==> config.mk <==
export PLATFORM = sky130hd
export DESIGN_NAME = utf16_to_utf8_transcoder_flat
export DESIGN_NICKNAME = d
export VERILOG_FILES = /design/src/hw/rtl/utt_pkg.sv /design/src/hw/rtl/utt_if.sv /design/src/hw/rtl/utt_front.sv /design/src/hw/rtl/utt_fifo.sv /design/src/hw/rtl/utt_back.sv /design/src/hw/rtl/utf16_to_utf8_transcoder.sv /design/src/flat_wrapper.sv
export SDC_FILE = /design/constraint.sdc
export NUM_CORES = 1
export LEC_CHECK = 0
export BUFFER_PORTS_ARGS = -buffer_cell sky130_fd_sc_hd__buf_2
export CAP_MARGIN = 20
export CORE_UTILIZATION = 55
export DETAILED_ROUTE_END_ITERATION = 6
export PLACE_DENSITY_LB_ADDON = 0.15
export RECOVER_POWER = 100
export SLEW_MARGIN = 10
export SYNTH_ARGS = -nofsm -noshare
export SYNTH_HDL_FRONTEND = slang
export SYNTH_SLANG_ARGS = --single-unit
==> constraint.sdc <==
create_clock -name clk -period 3 [get_ports clk]
set_input_delay 0.15 -clock clk [delete_from_list [all_inputs] [get_ports clk]]
set_output_delay 0.15 -clock clk [all_outputs]
set_load 0.005 [all_outputs]
==> src/hw/rtl/utt_pkg.sv <==
// Package for the UTF-16 to UTF-8 transcoder.
// Holds the code unit and code point constants and the queue entry type.
// No dependencies.
package utt_pkg;

  localparam int unsigned UNIT_W = 16;
  localparam int unsigned BYTE_W = 8;
  localparam int unsigned CP_W   = 21;

  localparam logic [UNIT_W-1:0] SURR_HIGH_BASE = 16'hD800;
  localparam logic [UNIT_W-1:0] SURR_LOW_BASE  = 16'hDC00;
  localparam logic [CP_W-1:0]   SUPP_BASE      = 21'h10000;
  localparam logic [CP_W-1:0]   LIMIT_1BYTE    = 21'h7F;
  localparam logic [CP_W-1:0]   LIMIT_2BYTE    = 21'h7FF;
  localparam logic [CP_W-1:0]   LIMIT_3BYTE    = 21'hFFFF;
  localparam logic [CP_W-1:0]   LIMIT_4BYTE    = 21'h10FFFF;
  localparam logic [BYTE_W-1:0] LEAD_2BYTE     = 8'hC0;
  localparam logic [BYTE_W-1:0] LEAD_3BYTE     = 8'hE0;
  localparam logic [BYTE_W-1:0] LEAD_4BYTE     = 8'hF0;
  localparam logic [BYTE_W-1:0] CONT_MARK      = 8'h80;
  localparam logic [BYTE_W-1:0] CONT_MASK      = 8'h3F;

  // One encoded code point: bytes[0] goes out first, last_idx marks the final byte.
  typedef struct packed {
    logic [3:0][BYTE_W-1:0] bytes;
    logic [1:0]             last_idx;
  } utt_entry_t;

  typedef struct packed {
    logic full;
    logic empty;
  } utt_qstat_t;

endpackage

==> src/hw/rtl/utt_if.sv <==
// Valid/ready channel interfaces for the UTF-16 to UTF-8 transcoder.
// utt_in_if carries code units, utt_out_if carries encoded bytes.
// No dependencies.
interface utt_in_if;
  logic        valid;
  logic        ready;
  logic [15:0] code_unit;

  modport source (output valid, output code_unit, input ready);
  modport sink (input valid, input code_unit, output ready);
endinterface

interface utt_out_if;
  logic       valid;
  logic       ready;
  logic [7:0] out_byte;
  logic       last_byte;

  modport source (output valid, output out_byte, output last_byte, input ready);
  modport sink (input valid, input out_byte, input last_byte, output ready);
endinterface

==> src/hw/rtl/utt_front.sv <==
// Front end: accepts code units, pairs surrogates and encodes each code point.
// Depends on utt_pkg and utt_in_if.
module utt_front import utt_pkg::*; (
  input  logic          clk,
  input  logic          rst_n,
  utt_in_if.sink        in_chan,
  input  utt_qstat_t    q_stat,
  output logic          push,
  output utt_entry_t    push_data
);

  logic       pending_r, pending_nxt;
  logic [9:0] high_bits_r, high_bits_nxt;
  logic       in_fire;
  logic       is_high;
  logic [CP_W-1:0] cp;

  function automatic utt_entry_t encode(input logic [CP_W-1:0] c);
    utt_entry_t e;
    e.bytes = '0;
    if (c <= LIMIT_1BYTE) begin
      e.bytes[0] = c[7:0];
      e.last_idx = 2'd0;
    end else if (c <= LIMIT_2BYTE) begin
      e.bytes[0] = LEAD_2BYTE | {3'b000, c[10:6]};
      e.bytes[1] = CONT_MARK | ({2'b00, c[5:0]} & CONT_MASK);
      e.last_idx = 2'd1;
    end else if (c <= LIMIT_3BYTE) begin
      e.bytes[0] = LEAD_3BYTE | {4'b0000, c[15:12]};
      e.bytes[1] = CONT_MARK | ({2'b00, c[11:6]} & CONT_MASK);
      e.bytes[2] = CONT_MARK | ({2'b00, c[5:0]} & CONT_MASK);
      e.last_idx = 2'd2;
    end else begin
      e.bytes[0] = LEAD_4BYTE | {5'b00000, c[20:18]};
      e.bytes[1] = CONT_MARK | ({2'b00, c[17:12]} & CONT_MASK);
      e.bytes[2] = CONT_MARK | ({2'b00, c[11:6]} & CONT_MASK);
      e.bytes[3] = CONT_MARK | ({2'b00, c[5:0]} & CONT_MASK);
      e.last_idx = 2'd3;
    end
    return e;
  endfunction

  assign in_chan.ready = !q_stat.full;
  assign in_fire       = in_chan.valid && in_chan.ready;
  assign is_high       = (in_chan.code_unit >= SURR_HIGH_BASE) &&
                         (in_chan.code_unit < SURR_LOW_BASE);

  always_comb begin
    if (pending_r) begin
      cp = {1'b0, high_bits_r, in_chan.code_unit[9:0]} + SUPP_BASE;
    end else begin
      cp = {5'b00000, in_chan.code_unit};
    end
  end

  assign push_data = encode(cp);
  assign push      = in_fire && (pending_r || !is_high);

  always_comb begin
    pending_nxt   = pending_r;
    high_bits_nxt = high_bits_r;
    if (in_fire) begin
      if (pending_r) begin
        pending_nxt   = 1'b0;
        high_bits_nxt = '0;
      end else if (is_high) begin
        pending_nxt   = 1'b1;
        high_bits_nxt = in_chan.code_unit[9:0];
      end
    end
  end

  always_ff @(posedge clk) begin
    if (!rst_n) begin
      pending_r   <= 1'b0;
      high_bits_r <= '0;
    end else begin
      pending_r   <= pending_nxt;
      high_bits_r <= high_bits_nxt;
    end
  end

endmodule

==> src/hw/rtl/utt_fifo.sv <==
// Short queue of encoded code points between the front and back ends.
// Depends on utt_pkg.
module utt_fifo import utt_pkg::*; #(
  parameter int unsigned DEPTH = 4
) (
  input  logic       clk,
  input  logic       rst_n,
  input  logic       push,
  input  utt_entry_t push_data,
  input  logic       pop,
  output utt_entry_t head,
  output utt_qstat_t q_stat
);

  localparam int unsigned AW = (DEPTH > 1) ? $clog2(DEPTH) : 1;
  localparam int unsigned CW = $clog2(DEPTH + 1);

  utt_entry_t    mem_r [DEPTH];
  logic [AW-1:0] wr_ptr_r, wr_ptr_nxt;
  logic [AW-1:0] rd_ptr_r, rd_ptr_nxt;
  logic [CW-1:0] count_r, count_nxt;

  assign q_stat.full  = (count_r == CW'(DEPTH));
  assign q_stat.empty = (count_r == '0);
  assign head         = mem_r[rd_ptr_r];

  always_comb begin
    wr_ptr_nxt = wr_ptr_r;
    rd_ptr_nxt = rd_ptr_r;
    count_nxt  = count_r;
    if (push) begin
      wr_ptr_nxt = (wr_ptr_r == AW'(DEPTH - 1)) ? '0 : wr_ptr_r + 1'b1;
    end
    if (pop) begin
      rd_ptr_nxt = (rd_ptr_r == AW'(DEPTH - 1)) ? '0 : rd_ptr_r + 1'b1;
    end
    if (push && !pop) begin
      count_nxt = count_r + 1'b1;
    end else if (pop && !push) begin
      count_nxt = count_r - 1'b1;
    end
  end

  always_ff @(posedge clk) begin
    if (push) begin
      mem_r[wr_ptr_r] <= push_data;
    end
  end

  always_ff @(posedge clk) begin
    if (!rst_n) begin
      wr_ptr_r <= '0;
      rd_ptr_r <= '0;
      count_r  <= '0;
    end else begin
      wr_ptr_r <= wr_ptr_nxt;
      rd_ptr_r <= rd_ptr_nxt;
      count_r  <= count_nxt;
    end
  end

endmodule

==> src/hw/rtl/utt_back.sv <==
// Back end: sends the queued code points out one byte per cycle while the receiver is ready.
// Depends on utt_pkg and utt_out_if.
module utt_back import utt_pkg::*; (
  input  logic        clk,
  input  logic        rst_n,
  input  utt_entry_t  head,
  input  utt_qstat_t  q_stat,
  output logic        pop,
  utt_out_if.source   out_chan
);

  logic              out_valid_r, out_valid_nxt;
  logic [BYTE_W-1:0] out_byte_r, out_byte_nxt;
  logic              last_r, last_nxt;
  logic [1:0]        idx_r, idx_nxt;
  logic              load;
  logic              at_last;

  assign out_chan.valid     = out_valid_r;
  assign out_chan.out_byte  = out_byte_r;
  assign out_chan.last_byte = last_r;

  assign load    = !q_stat.empty && (!out_valid_r || out_chan.ready);
  assign at_last = (idx_r == head.last_idx);
  assign pop     = load && at_last;

  always_comb begin
    out_valid_nxt = out_valid_r && !out_chan.ready;
    out_byte_nxt  = out_byte_r;
    last_nxt      = last_r;
    idx_nxt       = idx_r;
    if (load) begin
      out_valid_nxt = 1'b1;
      out_byte_nxt  = head.bytes[idx_r];
      last_nxt      = at_last;
      idx_nxt       = at_last ? 2'd0 : idx_r + 2'd1;
    end
  end

  always_ff @(posedge clk) begin
    out_byte_r <= out_byte_nxt;
    last_r     <= last_nxt;
    if (!rst_n) begin
      out_valid_r <= 1'b0;
      idx_r       <= '0;
    end else begin
      out_valid_r <= out_valid_nxt;
      idx_r       <= idx_nxt;
    end
  end

endmodule

==> src/hw/rtl/utf16_to_utf8_transcoder.sv <==
// Top level of the UTF-16 to UTF-8 transcoder.
// Depends on utt_pkg, utt_if, utt_front, utt_fifo and utt_back.
//
//   Channel    Dir  Payload               Transaction
//   in_chan    in   code_unit[15:0]       one UTF-16 code unit
//   out_chan   out  out_byte[7:0],        one UTF-8 byte, last_byte on the
//                   last_byte             final byte of a code point
//
// A code unit produces 0 to 4 bytes; the back end sends one byte per cycle
// while the receiver is ready. The front end accepts a unit every cycle while
// the queue has room; the first byte of a unit passes through the queue and
// then the output register. Reset clears the pending surrogate, the queue and
// the output valid flag. Output stalls fill the queue and then hold off input.
module utf16_to_utf8_transcoder import utt_pkg::*; #(
  parameter int unsigned QUEUE_DEPTH = 4
) (
  input  logic       clk,
  input  logic       rst_n,
  utt_in_if.sink     in_chan,
  utt_out_if.source  out_chan
);

  logic       push;
  logic       pop;
  utt_entry_t push_data;
  utt_entry_t head;
  utt_qstat_t q_stat;

  utt_front u_front (
    .clk       (clk),
    .rst_n     (rst_n),
    .in_chan   (in_chan),
    .q_stat    (q_stat),
    .push      (push),
    .push_data (push_data)
  );

  utt_fifo #(
    .DEPTH (QUEUE_DEPTH)
  ) u_fifo (
    .clk       (clk),
    .rst_n     (rst_n),
    .push      (push),
    .push_data (push_data),
    .pop       (pop),
    .head      (head),
    .q_stat    (q_stat)
  );

  utt_back u_back (
    .clk      (clk),
    .rst_n    (rst_n),
    .head     (head),
    .q_stat   (q_stat),
    .pop      (pop),
    .out_chan (out_chan)
  );

endmodule

==> src/flat_wrapper.sv <==
// flat-port wrapper written by rule: the top's interface ports become plain ports
module utf16_to_utf8_transcoder_flat import utt_pkg::*;
#(
  parameter int unsigned QUEUE_DEPTH = 4
)
  (clk, rst_n, in_chan_valid, in_chan_code_unit, in_chan_ready, out_chan_valid, out_chan_out_byte, out_chan_last_byte, out_chan_ready);
  utt_in_if in_chan_i ();
  utt_out_if out_chan_i ();
  input  logic clk;
  input  logic rst_n;
  input wire logic [$bits(in_chan_i.valid)-1:0] in_chan_valid;
  input wire logic [$bits(in_chan_i.code_unit)-1:0] in_chan_code_unit;
  output wire logic [$bits(in_chan_i.ready)-1:0] in_chan_ready;
  output wire logic [$bits(out_chan_i.valid)-1:0] out_chan_valid;
  output wire logic [$bits(out_chan_i.out_byte)-1:0] out_chan_out_byte;
  output wire logic [$bits(out_chan_i.last_byte)-1:0] out_chan_last_byte;
  input wire logic [$bits(out_chan_i.ready)-1:0] out_chan_ready;
  assign in_chan_i.valid = in_chan_valid;
  assign in_chan_i.code_unit = in_chan_code_unit;
  assign in_chan_ready = in_chan_i.ready;
  assign out_chan_valid = out_chan_i.valid;
  assign out_chan_out_byte = out_chan_i.out_byte;
  assign out_chan_last_byte = out_chan_i.last_byte;
  assign out_chan_i.ready = out_chan_ready;
  utf16_to_utf8_transcoder #(.QUEUE_DEPTH(QUEUE_DEPTH)) u_core (.clk(clk), .rst_n(rst_n), .in_chan(in_chan_i), .out_chan(out_chan_i));
endmodule
=== Yosys cells after proc, flatten, opt, wreduce, memory -nomap -nowiden ===
Memories as Yosys holds them, arrays and structs flattened. A register that Yosys moved wholly into a read port is not among the register bits.
Cells that the tools add are included.

* Multiplexer cells: 23
* Equality and inequality tests: 4
* $add $sub $neg: 6
* Magnitude comparators: 6
* Reductions and logical operators: 21

{| class="wikitable"
|+ Operators by type and width
! kind !! count
|-
| $mux W24 || 2
|-
| $mux W10 || 3
|-
| $add A20 B17 Y21 const B || 1
|-
| $le A21 B11 Y1 const B || 1
|-
| $le A21 B16 Y1 const B || 1
|-
| $le A21 B7 Y1 const B || 1
|-
| $mux W21 || 1
|-
| $mux W18 || 1
|-
| $bmux W8 S2 || 1
|-
| $ge A16 B16 Y1 const B || 1
|-
| $lt A16 B16 Y1 const B || 1
|-
| $mux W16 || 1
|-
| $mux W8 || 2
|-
| $mux W2 || 5
|-
| $logic_and A1 B1 Y1 || 8
|-
| $logic_not A1 Y1 || 7
|-
| $add A2 B1 Y2 const B || 3
|-
| $mux W3 || 2
|-
| $mux W1 || 5
|-
| $eq A2 B2 Y1 const B || 2
|-
| $reduce_bool A2 Y1 || 2
|-
| $add A3 B1 Y3 const B || 1
|-
| $eq A3 B3 Y1 const B || 1
|-
| $logic_not A3 Y1 || 1
|-
| 5 further kinds || 6
|}

* Memories: 1
* Bits in registers: 30
* RAM bits: 136
* Output and inout bits: 11

{| class="wikitable"
|+ Memory list
! memory !! depth !! width !! read ports !! clocked after Yosys merged registers in !! wr ports !! line !! source
|-
| u_core.u_fifo.mem_r || 4 || 34 || 1 || 1 || 1 || utt_fifo.sv:18 || <nowiki>utt_entry_t mem_r [DEPTH];</nowiki>
|}

=== Longest topological paths before layout ===
Gate-level depths: netlist of run 1.

* Depth after elaboration: 9
* Gate-level depth with buffers: 10
* Mapped depth without buffers: 10

=== By module ===
From an unflattened synthesis of run 1, not the netlist that was laid out.

* Cell total of the unflattened synthesis: 420
* Area, all modules: 7302.0 um2

{| class="wikitable"
|+ Modules (own cells, without submodules)
! module !! area each (um2) !! instances !! cells each
|-
| utt_fifo || 5412.7 || 1 || 222
|-
| utt_front || 1214.9 || 1 || 156
|-
| utt_back || 674.4 || 1 || 42
|}

=== Worst setup path before layout of run 1 ===
No wires, ideal clock.

* Path type: flip-flop to flip-flop
* Start point: register (tool-made name)
* End point: register u_core.u_fifo.count_r[2]
* Setup time: 0.076 ns
* Path slack: 0.429 ns
* Stages on the path, launching flop included: 11
* Clock period less this slack: 2.571 ns
* Buffers on the path: 0
* Data required time: 2.924 ns
* Arrival: 2.495 ns
* Path through: dfxtp_1 mux4_2 xnor2_1 and2_4 nand2_1 ha_1 inv_1 fa_1 xor2_1 or3_1 a21boi_0

{| class="wikitable"
|+ RTL lines
! what !! line !! source
|-
| end signal: assignment || utt_fifo.sv:58 || <nowiki>count_r <= count_nxt;</nowiki>
|-
| end: declaration || utt_fifo.sv:21 || <nowiki>logic [CW-1:0] count_r, count_nxt;</nowiki>
|}

==> impl_metrics.toml, run 1 <==
[run_status]
outcome = "finished, final reports clean"

[clock_network]
post_cts_resized = 0
path_clk_slew_ps = 60
clkSinkCount = 152
cts_tree = "built"
cts_buffer_depth = 2
post_cts_buffers = 0
clockRootBuffer = "clkbuf_16"
hold_buffers = 0
cts_buffers = 17
htree_levels = 4
worst_skew_pair.late_latency_ps = 420

[min_path]
whs_endpoint = "u_core.u_back.out_chan.valid$_SDFF_PN0_"
hold_class = "in2reg"
min_path_cells = 4
hold_path.startpoint = "out_chan_ready"

[grt]
first_global_vias = 3461
grt_overflow = 0
antenna_found_initial = 0
grt_pass1_wl_um = 19200
grt_max_degree = 31
grtUsageTotal_pct = 22.8

[power]
p_sw_share_pct = 24.8
p_clk_share_pct = 36.5
power_frac_seq_pct = 47.0
p_leak_nw = 2.42
power_frac_comb_pct = 16.6
power_switching_mw = 1.44
worst_ir_drop_vdd_mv = 0.480
p_int_mw = 4.36
power.density_nw_per_um2 = 791

[die]
ios = 31
initial_core_util_pct = 56.3
dieWidth_um = 110
die_area_um2 = 12100
core-area_um2 = 11400
fp-row-count = 39
die_h_um = 110

[critical_path]
r2r.worst_path.cells = 10
critPathLaunchType = "flop"
cp.arrival_ps = 3120
end_kind = "flop"
cp_cell_sequence = "mux4_2 -> xnor2_1 -> and2_4 -> nand2_1 -> ha_1 -> inv_1 -> fa_1 -> xor2_1 -> or3_1 -> a21boi_0"
crit_path_top_delay_cell = "mux4_2"
crit_type = "reg2reg"
crit_path_max_incr_delay_ps = 540
required_ps = 3340
r2r-end = "u_core.u_fifo.count_r[2]$_SDFFE_PN0P_"
path_buf_inv = 1
path_delay_family = "simple AND/OR/NAND/NOR gates"
r2r_slack_ps = 210
path_max_fanout = 4

[route]
drt_pre_antenna_iters = 4
drc = 0
final_antenna_net_count = 0
vias = 3499
drtIter0Drc = 292
viasPerCell = 6.01
wl_per_cell_um = 21.3
drt_wl_total_um = 12400

[synth]
synth_edf_count = 129
yosys.area.top_type = "edfxtp_1"
ys.flop_type = "edfxtp_1"
avgSynthCellArea_um2 = 16.9
syn_nets = 407
synth.area.top_cells = "edfxtp_1 61%, mux4_2 13%, dfxtp_1 7.2%, nor2b_1 2.0%, a22oi_1 1.9%"
synth-seq-area-share_pct = 67.7
synth_top_area_share_pct = 60.5
ys_warn_count = 0
async_flop_share_pct = 0
synth_seq_cells = 152
yosysMostFrequentCell = "edfxtp_1"
synth_commonest_cells = "129 x edfxtp_1, 37 x mux4_2, 23 x dfxtp_1"
synth.distinct_cells = 51
synth_cells = 379
syn-cell-area_um2 = 6400

[final_layout]
multi_input_area_um2 = 1950
fillerInstances = 789
final_nets = 454
area_growth_pct = 14.4
drive_gt1_share_pct = 23.5
diodes = 0
seqCellArea_um2 = 4330

[timing]
tightest_slew_ps = 1130
setup-violations-final = 0
grt_setup_unrepaired = "no"
holdWs_ps = 27.3
min_period_ps = 2790
period_share_pct = 92.9
fin_worst_skew_ps = 10.8
setup_tns_ps = 0
slew_viol_final = 0
timing.slew.headroom_pct = 24.5
hold_viol_final = 0
max_freq_mhz = 359

[run]
maxCapViolations = 0

[placement]
gp_congestion = 0.867
port-buffer-count = 30
hpwlAfterDp_um = 7460
cell usage in the layout (no fill, tap or decap), drive strengths merged, types with 10 or more instances in the layout:
master    n
edfxtp  129
clkbuf   38
mux4     37
buf      28
dfxtp    23
nor2b    20
a22oi    16
nand2    14
inv      14
o21ai    13
nor2     11
mux2i    10
sequential cells by signal, summed over array words and instances, names as in the netlist, named ones only:
name and cells:
u_core.u_back.idx_r 2, u_core.u_back.out_chan.last_byte 1, u_core.u_back.out_chan.out_byte 8, u_core.u_back.out_chan.valid 1, u_core.u_fifo.count_r 3, u_core.u_fifo.mem_r 120
u_core.u_fifo.rd_ptr_r 2, u_core.u_fifo.wr_ptr_r 2, u_core.u_front.high_bits_r 10, u_core.u_front.pending_r 1
metal layers:
metal | wire, um | share of wire (%) | GRT usage (%) | vias to the layer above
li1 | - | - | - | 1599
met1 | 5430 | 44 | 31.5 | 1786
met2 | 6070 | 49 | 34.9 | 93
met3 | 594 | 4.8 | 5.51 | 21
met4 | 314 | 2.5 | 9.62 | 0
met5 | 0 | 0 | 0 | -
logic make-up (layout without fill, tap and decap cells):
group / Yosys count / after routing / synth area share (%)
simple gates: 78 / 78 / 6.98
fa+ha+maj: 8 / 8 / 1.68
compound gates: 57 / 57 / 6.10
xor+xnor: 6 / 6 / 0.821
mux: 48 / 48 / 14.8
flops: 152 / 152 / 67.7
buf+inv: 30 / 90 / 1.92
worst min-delay path: stages:
cell and delay, ps:
buf_2 80, inv_1 40, nand2_1 60, a21boi_0 60
final cells by class:
type	count	area share (%)
Clock inverter	12	2.05
Timing Repair Buffer	46	3.14
Tap cell	143	2.44
Sequential cell	152	59.2
Multi-Input combinational cell	197	26.6
Inverter	12	0.615
Clock buffer	20	5.96
how the worst max path moves through the flow:
stage,from,endpoint,cells past startpoint
global placement,flop,u_core.u_fifo.count_r[2]$_SDFFE_PN0P_,10
global route,flop,u_core.u_fifo.count_r[2]$_SDFFE_PN0P_,10
CTS,flop,u_core.u_fifo.count_r[2]$_SDFFE_PN0P_,10
detailed placement,flop,u_core.u_fifo.count_r[2]$_SDFFE_PN0P_,10
finish,flop,u_core.u_fifo.count_r[2]$_SDFFE_PN0P_,10
floorplan,flop,u_core.u_fifo.count_r[2]$_SDFFE_PN0P_,10
per-stage QoR:
stage               setup WS (ps)  cell area (um^2)  util (%)  power (mW)  std cells
global placement              375              6780      59.6        3.73        550
finish                        213              7320      64.4        5.79        582
detailed placement            263              6780      59.6        3.76        550
CTS                           264              7360      64.8        5.87        582
global route                 91.7              7320      64.4        6.04        582
floorplan                     429              6400         -        3.40        379
power groups by stage:
stage                     clock network [mW]  logic [mW]  registers [mW]
after floorplan                            0       0.649            2.75
after global placement                     0       0.985            2.75
after detailed placement                   0        1.01            2.76
after CTS                               2.13        1.02            2.72
after global routing                    2.23        1.06            2.75
final                                   2.11       0.959            2.72
(Power assumes the default switching activity.)
==> inputs of run 2 (changes only) <==
==> constraint.sdc (replaced) <==
create_clock -name clk -period 2.8 [get_ports clk]
set_input_delay 0.14 -clock clk [delete_from_list [all_inputs] [get_ports clk]]
set_output_delay 0.14 -clock clk [all_outputs]
set_load 0.005 [all_outputs]
==> impl_metrics.toml, run 2 (synthesis results as in run 1) <==
[grt]
first_global_vias = 3423
grt_max_degree = 31
busiest_layer = "met2"
met3_usage_pct = 5.69
use_met2_pct = 35.2
grtUsageTotal_pct = 22.8
grt_use_met1_pct = 31.6
grt_overflow = 0
grt_pass1_wl_um = 19100
antenna_found_initial = 0

[die]
die_area_um2 = 12100
initial_core_util_pct = 56.3
fp-row-count = 39
die_h_um = 110
core-area_um2 = 11400
ios = 31
dieWidth_um = 110

[timing]
hold_viol_final = 0
max_freq_mhz = 383
slew_viol_final = 0
setup_tns_ps = 0
fin_worst_skew_ps = 9.89
period_share_pct = 93.1
min_period_ps = 2610
tightest_slew_ps = 963
grt_setup_unrepaired = "no"
setup-violations-final = 0
timing.slew.headroom_pct = 35.8

[clock_network]
cts_buffers = 17
post_cts_buffers = 0
clockRootBuffer = "clkbuf_16"
worst_skew_pair.late_latency_ps = 420
cts_buffer_depth = 2
htree_levels = 4
cts_tree = "built"
path_clk_slew_ps = 60
clkSinkCount = 152

[placement]
port-buffer-count = 30
placed_area_um2 = 6790
gp_congestion = 0.815
dp_cells = 551
hpwlAfterDp_um = 7460

[final_layout]
final_cells = 582
largest_reg_flops = 120
final_nets = 456
diodes = 0
final_cell_mix = "129 x edfxtp_1, 37 x mux4_2, 22 x dfxtp_1, 22 x buf_2, 20 x nor2b_1"
final_common_cell = "edfxtp_1"
drive_gt1_share_pct = 23.7
area_growth_pct = 15.0
utilization_pct = 64.7
largest_register = "u_core.u_fifo.mem_r"
final_area_um2 = 7360

[route]
final_antenna_net_count = 0
vias = 3558
drt_wl_total_um = 12200
drt_pre_antenna_iters = 7
viasPerCell = 6.11
drtIter0Drc = 240
wl_per_cell_um = 20.9
drc = 0

[power]
worst_ir_drop_vdd_mv = 0.525
power.density_nw_per_um2 = 855
total_power_mw = 6.29
p_leak_nw = 2.44

[critical_path]
path_delay_family = "simple AND/OR/NAND/NOR gates"
crit_path_max_incr_delay_ps = 530
cp.arrival_ps = 2960
r2r-end = "u_core.u_fifo.count_r[2]$_SDFFE_PN0P_"
r2r.worst_path.cells = 10
cp_cell_sequence = "mux4_2 -> xnor2_1 -> and2_4 -> nand2_1 -> ha_1 -> inv_1 -> fa_1 -> xor2_1 -> or3_1 -> a21boi_1"
crit_type = "reg2reg"
critPathLaunchType = "flop"
r2r_slack_ps = 190
required_ps = 3150
crit_path_top_delay_cell = "mux4_2"
path_buf_inv = 1
end_kind = "flop"
path_max_fanout = 4

[min_path]
whs_endpoint = "u_core.u_front.pending_r$_SDFFE_PN0P_"
min_path_cells = 3
hold_path.startpoint = "in_chan_valid"
hold_class = "in2reg"

[run_status]
outcome = "finished, final reports clean"

[run]
maxCapViolations = 0
run 2: per-layer routing:
metal	wire length [um]	up-vias
li1	-	1604
met1	5380	1817
met2	5910	115
met3	685	22
met4	222	0
met5	0	-
run 2: layout make-up:
type / instances / area (um^2)
inverter: 12 / 45.0
multi-input combinational: 197 / 1940
fill: 824 / 4010
sequential: 152 / 4340
clock inverter: 12 / 178
timing repair buffer: 48 / 251
tap: 143 / 179
clock buffer: 18 / 429
run 2: how the worst max path moves through the flow:
stage          start                               endpoint  slack (ps)  cells after the start
5_1_grt         flop  u_core.u_fifo.count_r[2]$_SDFFE_PN0P_          20                     10
3_3_place_gp    flop  u_core.u_fifo.count_r[2]$_SDFFE_PN0P_         240                     10
4_1_cts         flop  u_core.u_fifo.count_r[2]$_SDFFE_PN0P_         140                     10
3_5_place_dp    flop  u_core.u_fifo.count_r[2]$_SDFFE_PN0P_         160                     10
6_report        flop  u_core.u_fifo.count_r[2]$_SDFFE_PN0P_         190                     10
2_1_floorplan   flop  u_core.u_fifo.count_r[2]$_SDFFE_PN0P_         230                     10
run 2: power by group:
part           switching, mW  total (mW)  internal (mW)
Sequential            0.0918        2.91           2.82
Combinational          0.575        1.03          0.453
Clock                  0.872        2.35           1.48
run 2: stage by stage:
stage / hold WS [ps] / worst slack, ps
2_1_floorplan: 293 / 229
3_3_place_gp: 417 / 241
3_5_place_dp: 423 / 156
4_1_cts: 53.1 / 139
5_1_grt: 89.7 / 16.4
6_report: 58.4 / 192
run 2: what timing repair did:
item	CTS	global route
endpoints found under the hold margin	1	0
setup endpoints to repair	0	1
hold buffers	1	0
gates resized for setup	0	1
run 2: worst register-to-register path: cells and delay by family (launching register included):
family / cells / cell delay (ps)
compound gates: 1 / 150
buf+inv: 1 / 60
xor+xnor: 2 / 320
mux: 1 / 530
fa+ha+maj: 2 / 550
simple gates: 3 / 560
flops: 1 / 370
